==> src/design/mrr_pkg.sv <==
package mrr_pkg;

    localparam int CFG_IDX_W = 3;
    localparam int CFG_DATA_W = 16;

    localparam logic [CFG_IDX_W-1:0] REG_BRACE_MODE     = 3'd0;
    localparam logic [CFG_IDX_W-1:0] REG_EXPECTED_UNIT  = 3'd1;
    localparam logic [CFG_IDX_W-1:0] REG_VALUE_TYPE     = 3'd2;
    localparam logic [CFG_IDX_W-1:0] REG_LO_BYTE_FIRST  = 3'd3;
    localparam logic [CFG_IDX_W-1:0] REG_LO_WORD_FIRST  = 3'd4;
    localparam logic [CFG_IDX_W-1:0] REG_TIMEOUT_MS     = 3'd5;

    localparam logic [1:0] FN_ARM  = 2'd0;
    localparam logic [1:0] FN_BYTE = 2'd1;
    localparam logic [1:0] FN_TICK = 2'd2;

    localparam logic [2:0] ST_OK        = 3'd0;
    localparam logic [2:0] ST_CRC_ERR   = 3'd1;
    localparam logic [2:0] ST_EXCEPTION = 3'd2;
    localparam logic [2:0] ST_UNIT_ERR  = 3'd3;
    localparam logic [2:0] ST_SIZE_ERR  = 3'd4;
    localparam logic [2:0] ST_TIMEOUT   = 3'd5;

    localparam logic [2:0] VT_U16   = 3'd0;
    localparam logic [2:0] VT_I16   = 3'd1;
    localparam logic [2:0] VT_FLOAT = 3'd4;

    localparam logic [7:0]  EXC_FLAG  = 8'h80;
    localparam logic [7:0]  BIN_OPEN  = 8'h7B;
    localparam logic [7:0]  BIN_CLOSE = 8'h7D;
    localparam logic [15:0] CRC_INIT  = 16'hFFFF;
    localparam logic [15:0] CRC_POLY  = 16'hA001;
    localparam logic [15:0] DEFAULT_TIMEOUT = 16'd2000;
    localparam logic [7:0]  DEFAULT_UNIT    = 8'd1;

    typedef struct packed {
        logic        brace_mode;
        logic [7:0]  expected_unit;
        logic [2:0]  value_type;
        logic        lo_byte_first;
        logic        lo_word_first;
        logic [15:0] timeout_ms;
    } mrr_cfg_t;

    typedef struct packed {
        logic [2:0]  status;
        logic [31:0] value;
        logic [7:0]  exception_code;
    } mrr_result_t;

    function automatic logic [15:0] mrr_crc_next(input logic [15:0] crc, input logic [7:0] b);
        logic [15:0] c;
        c = crc ^ {8'h00, b};
        for (int i = 0; i < 8; i++) begin
            c = c[0] ? ((c >> 1) ^ CRC_POLY) : (c >> 1);
        end
        return c;
    endfunction

    function automatic logic [15:0] mrr_word(input logic lo_first, input logic [7:0] a,
                                             input logic [7:0] b);
        return lo_first ? {b, a} : {a, b};
    endfunction

endpackage

==> src/design/mrr_parser.sv <==
module mrr_parser (
    input  logic                clk,
    input  logic                rst_n,
    input  logic                item_valid,
    input  logic [1:0]          func,
    input  logic [7:0]          rx_byte,
    input  mrr_pkg::mrr_cfg_t   cfg,
    output logic                res_valid,
    output mrr_pkg::mrr_result_t res
);
    import mrr_pkg::*;

    typedef enum logic [5:0] {
        PH_IDLE  = 6'b000001,
        PH_FIRST = 6'b000010,
        PH_UNIT  = 6'b000100,
        PH_FUNC  = 6'b001000,
        PH_COUNT = 6'b010000,
        PH_BODY  = 6'b100000
    } phase_t;

    phase_t      phase_reg, phase_next;
    logic        waiting_reg, waiting_next;
    logic [8:0]  frame_count_reg, frame_count_next;
    logic [7:0]  data_len_reg, data_len_next;
    logic [15:0] crc_reg, crc_next;
    logic [7:0]  unit_seen_reg, unit_seen_next;
    logic [7:0]  func_seen_reg, func_seen_next;
    logic [7:0]  data_reg [4];
    logic [7:0]  data_next [4];
    logic [15:0] elapsed_reg, elapsed_next;

    logic [15:0] crc_upd;
    logic [15:0] elapsed_inc;
    logic [8:0]  dlen;
    logic [9:0]  total;
    logic [9:0]  count_inc;
    logic        func_ok;
    logic        clear_frame;
    logic        finish;
    logic [15:0] w1;
    logic [15:0] w2;
    mrr_result_t fin_res;

    assign crc_upd     = mrr_crc_next(crc_reg, rx_byte);
    assign elapsed_inc = (elapsed_reg == 16'hFFFF) ? elapsed_reg : elapsed_reg + 16'd1;
    assign dlen        = func_seen_reg[7] ? 9'd0 : {1'b0, data_len_reg};
    assign total       = {1'b0, dlen} + 10'd2 + {9'd0, cfg.brace_mode};
    assign count_inc   = {1'b0, frame_count_reg} + 10'd1;
    assign func_ok     = (func_seen_reg == 8'd3) || (func_seen_reg == 8'd4)
                         || ((func_seen_reg & EXC_FLAG) != 8'd0);
    assign w1 = mrr_word(cfg.lo_byte_first, data_reg[0], data_reg[1]);
    assign w2 = mrr_word(cfg.lo_byte_first, data_reg[2], data_reg[3]);

    // Result of a complete frame; crc_next already holds the final residue.
    always_comb
    begin
        fin_res = '0;
        if (crc_next != 16'd0) begin
            fin_res.status = ST_CRC_ERR;
        end else if (func_seen_reg[7]) begin
            fin_res.status = ST_EXCEPTION;
            fin_res.exception_code = data_len_reg;
        end else if (unit_seen_reg != cfg.expected_unit) begin
            fin_res.status = ST_UNIT_ERR;
        end else if (cfg.value_type == VT_U16 || cfg.value_type == VT_I16) begin
            if (data_len_reg != 8'd2) begin
                fin_res.status = ST_SIZE_ERR;
            end else begin
                fin_res.status = ST_OK;
                fin_res.value = {((cfg.value_type == VT_I16 && w1[15]) ? 16'hFFFF : 16'h0000),
                                 w1};
            end
        end else if (cfg.value_type <= VT_FLOAT) begin
            if (data_len_reg != 8'd4) begin
                fin_res.status = ST_SIZE_ERR;
            end else begin
                fin_res.status = ST_OK;
                fin_res.value = cfg.lo_word_first ? {w2, w1} : {w1, w2};
            end
        end else begin
            fin_res.status = ST_SIZE_ERR;
        end
    end

    always_comb
    begin
        phase_next       = phase_reg;
        waiting_next     = waiting_reg;
        frame_count_next = frame_count_reg;
        data_len_next    = data_len_reg;
        crc_next         = crc_reg;
        unit_seen_next   = unit_seen_reg;
        func_seen_next   = func_seen_reg;
        data_next        = data_reg;
        elapsed_next     = elapsed_reg;
        clear_frame      = 1'b0;
        finish           = 1'b0;
        res_valid        = 1'b0;
        res              = '0;

        if (item_valid) begin
            case (func)
                FN_ARM:
                begin
                    waiting_next = 1'b1;
                    elapsed_next = 16'd0;
                    clear_frame  = 1'b1;
                end
                FN_BYTE:
                begin
                    if (waiting_reg) begin
                        case (phase_reg)
                            PH_FIRST:
                            begin
                                if (rx_byte != 8'd0) begin
                                    if (cfg.brace_mode) begin
                                        if (rx_byte == BIN_OPEN) begin
                                            phase_next   = PH_UNIT;
                                            elapsed_next = 16'd0;
                                        end
                                    end else begin
                                        unit_seen_next = rx_byte;
                                        crc_next       = crc_upd;
                                        phase_next     = PH_FUNC;
                                        elapsed_next   = 16'd0;
                                    end
                                end
                            end
                            PH_UNIT:
                            begin
                                unit_seen_next = rx_byte;
                                crc_next       = crc_upd;
                                phase_next     = PH_FUNC;
                            end
                            PH_FUNC:
                            begin
                                func_seen_next = rx_byte;
                                crc_next       = crc_upd;
                                phase_next     = PH_COUNT;
                            end
                            PH_COUNT:
                            begin
                                if (!func_ok) begin
                                    clear_frame = 1'b1;
                                end else begin
                                    data_len_next    = rx_byte;
                                    crc_next         = crc_upd;
                                    frame_count_next = 9'd0;
                                    phase_next       = PH_BODY;
                                    elapsed_next     = 16'd0;
                                end
                            end
                            PH_BODY:
                            begin
                                if (frame_count_reg < dlen) begin
                                    if (frame_count_reg < 9'd4) begin
                                        data_next[frame_count_reg[1:0]] = rx_byte;
                                    end
                                    crc_next = crc_upd;
                                end else if ({1'b0, frame_count_reg} < {1'b0, dlen} + 10'd2) begin
                                    crc_next = crc_upd;
                                end else if (rx_byte != BIN_CLOSE) begin
                                    clear_frame = 1'b1;
                                end
                                if (!clear_frame) begin
                                    frame_count_next = count_inc[8:0];
                                    if (count_inc >= total) begin
                                        finish = 1'b1;
                                    end
                                end
                            end
                            default:
                            begin
                            end
                        endcase
                    end
                end
                FN_TICK:
                begin
                    if (waiting_reg) begin
                        elapsed_next = elapsed_inc;
                        if (elapsed_inc >= cfg.timeout_ms) begin
                            waiting_next = 1'b0;
                            clear_frame  = 1'b1;
                            res_valid    = 1'b1;
                            res.status   = ST_TIMEOUT;
                        end
                    end
                end
                default:
                begin
                end
            endcase
        end

        if (clear_frame) begin
            phase_next       = PH_FIRST;
            frame_count_next = 9'd0;
            data_len_next    = 8'd0;
            crc_next         = CRC_INIT;
            unit_seen_next   = 8'd0;
            func_seen_next   = 8'd0;
            for (int i = 0; i < 4; i++) begin
                data_next[i] = 8'd0;
            end
        end
        if (finish) begin
            waiting_next = 1'b0;
            res_valid    = 1'b1;
            res          = fin_res;
        end
        if (res_valid) begin
            phase_next = PH_IDLE;
        end
    end

    always_ff @(posedge clk or negedge rst_n)
    begin
        if (!rst_n) begin
            phase_reg       <= PH_IDLE;
            waiting_reg     <= 1'b0;
            frame_count_reg <= 9'd0;
            data_len_reg    <= 8'd0;
            crc_reg         <= CRC_INIT;
            unit_seen_reg   <= 8'd0;
            func_seen_reg   <= 8'd0;
            elapsed_reg     <= 16'd0;
            for (int i = 0; i < 4; i++) begin
                data_reg[i] <= 8'd0;
            end
        end else begin
            phase_reg       <= phase_next;
            waiting_reg     <= waiting_next;
            frame_count_reg <= frame_count_next;
            data_len_reg    <= data_len_next;
            crc_reg         <= crc_next;
            unit_seen_reg   <= unit_seen_next;
            func_seen_reg   <= func_seen_next;
            elapsed_reg     <= elapsed_next;
            data_reg        <= data_next;
        end
    end

endmodule

==> src/design/mrr_out_buf.sv <==
module mrr_out_buf (
    input  logic                 clk,
    input  logic                 rst_n,
    input  logic                 push,
    input  mrr_pkg::mrr_result_t push_data,
    output logic                 full,
    output logic                 out_valid,
    input  logic                 out_stall,
    output mrr_pkg::mrr_result_t out_data
);
    import mrr_pkg::*;

    logic        head_v_reg, head_v_next;
    logic        skid_v_reg, skid_v_next;
    mrr_result_t head_reg, head_next;
    mrr_result_t skid_reg, skid_next;
    logic        pop;

    assign pop       = head_v_reg && !out_stall;
    assign full      = skid_v_reg;
    assign out_valid = head_v_reg;
    assign out_data  = head_reg;

    always_comb
    begin
        head_v_next = head_v_reg;
        skid_v_next = skid_v_reg;
        head_next   = head_reg;
        skid_next   = skid_reg;
        if (head_v_reg && !pop) begin
            if (push) begin
                skid_v_next = 1'b1;
                skid_next   = push_data;
            end
        end else if (skid_v_reg) begin
            head_v_next = 1'b1;
            head_next   = skid_reg;
            skid_v_next = push;
            skid_next   = push_data;
        end else begin
            head_v_next = push;
            head_next   = push_data;
            skid_v_next = 1'b0;
        end
    end

    always_ff @(posedge clk or negedge rst_n)
    begin
        if (!rst_n) begin
            head_v_reg <= 1'b0;
            skid_v_reg <= 1'b0;
        end else begin
            head_v_reg <= head_v_next;
            skid_v_reg <= skid_v_next;
        end
    end

    always_ff @(posedge clk)
    begin
        head_reg <= head_next;
        skid_reg <= skid_next;
    end

endmodule

==> src/design/modbus_response_receiver.sv <==
// Modbus response receiver.
// Input channel (in_valid/in_stall): one item per cycle unless stalled; func
// selects arm, received byte (rx_byte) or one ms tick. An arm starts a new response.
// Output channel (out_valid/out_stall): one item per finished frame or
// timeout, carrying status, value and exception_code.
// The result of the item that completes a frame, or of a tick that times
// out, is registered in the output buffer before it shows on out_valid.
// Throughput: one input item per cycle while in_stall is low; the frame state
// and the byte-wide CRC update sit in one register stage.
// Stall: a two-entry output buffer holds results while out_stall is high;
// in_stall rises only when both entries are full.
// Configuration: cfg_we/cfg_index/cfg_data write registers 0..5 (framing,
// expected unit, value type, byte order, word order, timeout); write only
// while idle. Indexes 6 and 7 are ignored.
// Reset: registers return to defaults (unit 1, timeout 2000), the receiver
// is not armed and the output buffer is empty.
module modbus_response_receiver (
    input  logic                         clk,
    input  logic                         rst_n,
    input  logic                         in_valid,
    output logic                         in_stall,
    input  logic [1:0]                   func,
    input  logic [7:0]                   rx_byte,
    output logic                         out_valid,
    input  logic                         out_stall,
    output logic [2:0]                   status,
    output logic [31:0]                  value,
    output logic [7:0]                   exception_code,
    input  logic                         cfg_we,
    input  logic [mrr_pkg::CFG_IDX_W-1:0]  cfg_index,
    input  logic [mrr_pkg::CFG_DATA_W-1:0] cfg_data
);
    import mrr_pkg::*;

    mrr_cfg_t    cfg_reg;
    logic        accept;
    logic        res_valid;
    mrr_result_t res;
    mrr_result_t out_data;
    logic        full;

    assign in_stall = full;
    assign accept   = in_valid && !full;

    always_ff @(posedge clk or negedge rst_n)
    begin
        if (!rst_n) begin
            cfg_reg.brace_mode     <= 1'b0;
            cfg_reg.expected_unit  <= DEFAULT_UNIT;
            cfg_reg.value_type     <= VT_U16;
            cfg_reg.lo_byte_first  <= 1'b0;
            cfg_reg.lo_word_first  <= 1'b0;
            cfg_reg.timeout_ms     <= DEFAULT_TIMEOUT;
        end else if (cfg_we) begin
            case (cfg_index)
                REG_BRACE_MODE:     cfg_reg.brace_mode     <= cfg_data[0];
                REG_EXPECTED_UNIT:  cfg_reg.expected_unit  <= cfg_data[7:0];
                REG_VALUE_TYPE:     cfg_reg.value_type     <= cfg_data[2:0];
                REG_LO_BYTE_FIRST:  cfg_reg.lo_byte_first  <= cfg_data[0];
                REG_LO_WORD_FIRST:  cfg_reg.lo_word_first  <= cfg_data[0];
                REG_TIMEOUT_MS:     cfg_reg.timeout_ms     <= cfg_data[15:0];
                default:
                begin
                end
            endcase
        end
    end

    mrr_parser u_parser (
        .clk        (clk),
        .rst_n      (rst_n),
        .item_valid (accept),
        .func       (func),
        .rx_byte    (rx_byte),
        .cfg        (cfg_reg),
        .res_valid  (res_valid),
        .res        (res)
    );

    mrr_out_buf u_out_buf (
        .clk       (clk),
        .rst_n     (rst_n),
        .push      (res_valid),
        .push_data (res),
        .full      (full),
        .out_valid (out_valid),
        .out_stall (out_stall),
        .out_data  (out_data)
    );

    assign status         = out_data.status;
    assign value          = out_data.value;
    assign exception_code = out_data.exception_code;

endmodule

==> config.mk <==
export PLATFORM = sky130hd
export DESIGN_NAME = modbus_response_receiver
export DESIGN_NICKNAME = d
export VERILOG_FILES = /design/src/design/mrr_pkg.sv /design/src/design/mrr_parser.sv /design/src/design/mrr_out_buf.sv /design/src/design/modbus_response_receiver.sv
export SDC_FILE = /design/constraint.sdc
export NUM_CORES = 1
export LEC_CHECK = 0
export BUFFER_PORTS_ARGS = -buffer_cell sky130_fd_sc_hd__buf_4
export CAP_MARGIN = 10
export CORE_MARGIN = 3
export CORE_UTILIZATION = 65
export CTS_CLUSTER_SIZE = 20
export DETAILED_ROUTE_END_ITERATION = 8
export MAX_ROUTING_LAYER = met4
export PLACE_DENSITY = 0.85
export SYNTH_ARGS = -nofsm -noshare
export SYNTH_HDL_FRONTEND = slang
export SYNTH_SLANG_ARGS = --single-unit
==> constraint.sdc <==
create_clock -name clk -period 8.14 [get_ports clk]
set_input_delay 0.814 -clock clk [delete_from_list [all_inputs] [get_ports clk]]
set_output_delay 0.814 -clock clk [all_outputs]
set_load 0.1 [all_outputs]
==> metrics.yaml <==
status: "finished clean"
hold_class: "in -> async"
slew_violations: 0
p_leak_nw: 5.77
antenna_cells: 0
synthTopCellsByArea: "dfrtp_1, edfxtp_1, dfstp_2"
required_ps: 8530
period_share_pct: 69.8
drc_errors: 0
hpwlAfterDp_mm: 20.2
cp.arrival_ps: 6070
cts_tree: "done"
drt_pass1_iterations: 5
drive_gt1_share_pct: 15.8
synth_edf_count: 86
nets: 1367
fin_setup_tns_ps: 0
portBuffers: 78
reg2regPathDepth: 18
path_clk_slew_ps: 60
rsz0062_at_grt: "no"
syn_avg_cell_area_um2: 9.95
crit_path_max_fanout: 32
slowest_delay_ps: 580
core-area_mm2: 0.0188
holdBufCountCts: 0
finalHoldViolCount: 0
clk-insertion-delay-late_ps: 520
mostFrequentLayoutCells: "nand2_1, nor2_1, dfrtp_1"
area_growth_pct: 12.4
maxCapViolCount: 0
post_cts_resized: 0
crit_chain: "nand2_1 -> nor2_1 -> nand4_1 -> or3_1 -> nor2b_1 -> nand2_1 -> xnor2_1 -> ha_1 -> a21oi_1 -> nor3_1 -> or3_1 -> a211oi_1 -> o221ai_1 -> a22oi_1 -> buf_4 -> nand4_1 -> o31ai_1 -> mux2_2"
cts_root_buffer: "clkbuf_16"
cts_buffers: 24
ant_nets: 0
fin_worst_skew_ps: 10.4
initial_core_util_pct: 66.5
yosys_warnings: 0
grt_pass1_wl_mm: 47.1
power_mw: 3.28
max_slew_margin_pct: 19.4
gp_congestion: 0.917
grt.total_usage_pct: 28.9
powerDensity_mw_per_mm2: 234
drt_iter0_drc: 1113
grt-ovfl-total: 0
setup_violations: 0
via_count: 9781
n_fill_cell: 1289
synth_area_mm2: 0.0125
post-route-min-period_ps: 5680
dieHeight_um: 145
critPathKind: "reg -> reg"
cts_setup_buffers: 0
wl_per_cell_um: 19.2
wirelength_mm: 29.6
ys_types: 73
vdd_ir_drop_max_mv: 0.179
ys_async_sr_fraction_pct: 61.3
worst_pin_slew_ps: 1200
grt_pass1_vias: 9042
die_w_um: 145
synth_ff_type: "dfrtp_1"
dieArea_mm2: 0.0209
synth_cells: 1255
yosysTopAreaCellShare_pct: 22.4
ys_seq_area_share_pct: 48.2
vias_per_cell: 6.36
final_common_cell: "nand2_1"
syn_nets: 1335
htreeDepth: 1
cts_sinks: 222
cp-start-kind: "register"
synth_area_leader_cell: "dfrtp_1"
max_freq_mhz: 176
grt_max_degree: 83
io_pins: 79
antenna_found_initial: 0
cp_slowest_cell: "or3_1"
synth-seq-cells: 222
cp-end-kind: "register"
rows: 50
cts_buffer_depth: 3
-- cell families (layout without fill, tap and decap cells) --
family | count (synthesis) | after routing | synth area share [%]
and+or+nand+nor | 463 | 463 | 17.3
AOI/OAI and AO/OA | 256 | 256 | 13.9
DFF | 222 | 222 | 48.2
buffers and inverters | 113 | 162 | 3.72
muxes | 94 | 94 | 8.08
xor gates and xnor gates | 60 | 60 | 4.21
adders and majority gates | 46 | 46 | 4.61
other | 1 | 1 | 0.0300
-- cells in the mapped netlist (8+ instances only) --
cell type / instances
nor3_1: 16
a22o_1: 11
clkbuf_1: 50
ha_1: 46
nand2_1: 162
a32o_1: 33
xnor2_1: 36
nor4_1: 14
o21ai_1: 44
mux2_2: 34
nor2_1: 144
xor2_1: 24
dfstp_2: 24
o21ai_0: 62
edfxtp_1: 86
or3_1: 9
nor2b_1: 12
o31ai_1: 8
nand4_1: 13
a21oi_1: 18
inv_1: 31
dfrtp_1: 112
and3_1: 10
a21o_1: 12
buf_2: 20
nand3_1: 25
mux2i_1: 58
a211oi_1: 9
o22ai_1: 15
buf_1: 9
nand2b_1: 15
-- final cells by class --
| cell class | count | area (um2) | share of cell area, % |
|---|---|---|---|
| inverter | 31 | 116 | 0.829 |
| clock inverter | 16 | 259 | 1.84 |
| clock buffer | 27 | 643 | 4.58 |
| tap | 234 | 293 | 2.09 |
| multi-input combinational | 920 | 6030 | 43.0 |
| timing repair buffer | 88 | 681 | 4.85 |
| sequential | 222 | 6020 | 42.8 |
-- stage by stage --
step                cell area [um2]  cells  setup slack, ps  hold slack [ps]  utilization, %
finish                        14000   1538             2460              199            74.8
global route                  14000   1538             2160              209            74.8
floorplan                     12500   1255             2770              468               -
CTS                           14000   1537             2370              199            74.7
detailed placement            13100   1494             2410              494            69.9
global placement              13100   1494             2650              482            69.9
-- worst max-delay path: cells and delay by family, from the launching register on --
| family | cells | cell delay (ps) |
|---|---|---|
| AND/OR/NAND/NOR | 9 | 2160 |
| adder cells (fa/ha/maj) | 1 | 260 |
| buffers and inverters | 1 | 390 |
| multiplexers | 1 | 270 |
| AO/OA/AOI/OAI | 5 | 1890 |
| flip-flops | 1 | 440 |
| XOR/XNOR | 1 | 130 |
-- metal layers --
metal  up-vias  wire length, um  track usage, %  share of wire [%]
met3        45             2040            3.77                6.9
met2       407            14000            44.8                 47
met1      4750            12800            40.9                 43
li1       4579                -               -                  -
met5         -                0               -                  0
met4         0              640            7.46                2.2
-- report_power, final --
group	internal [mW]	switching [mW]	leakage (nW)
Combinational	0.282	0.353	2.74
Clock	0.788	0.444	0.436
Sequential	1.29	0.130	2.60
Total	2.36	0.927	5.77
-- path summary, 6_finish.rpt --
kind / start / to / slack [ps]
setup reg to reg: u_parser.elapsed_reg[4]$_DFFE_PN0P_ / u_out_buf.out_data[42]$_DFFE_PN_ / 2460
setup / recovery: u_parser.elapsed_reg[4]$_DFFE_PN0P_ / u_out_buf.out_data[42]$_DFFE_PN_ / 2460
hold / removal: rst_n / u_parser.elapsed_reg[15]$_DFFE_PN0P_ / 200
min in group clk: u_parser.unit_seen_reg[3]$_DFFE_PN0P_ / u_parser.unit_seen_reg[3]$_DFFE_PN0P_ / 500
hold reg to reg: u_parser.unit_seen_reg[3]$_DFFE_PN0P_ / u_parser.unit_seen_reg[3]$_DFFE_PN0P_ / 500
max in group asynchronous: rst_n / u_parser.data_len_reg[3]$_DFFE_PN0P_ / 6180
(Power assumes the default switching activity.)
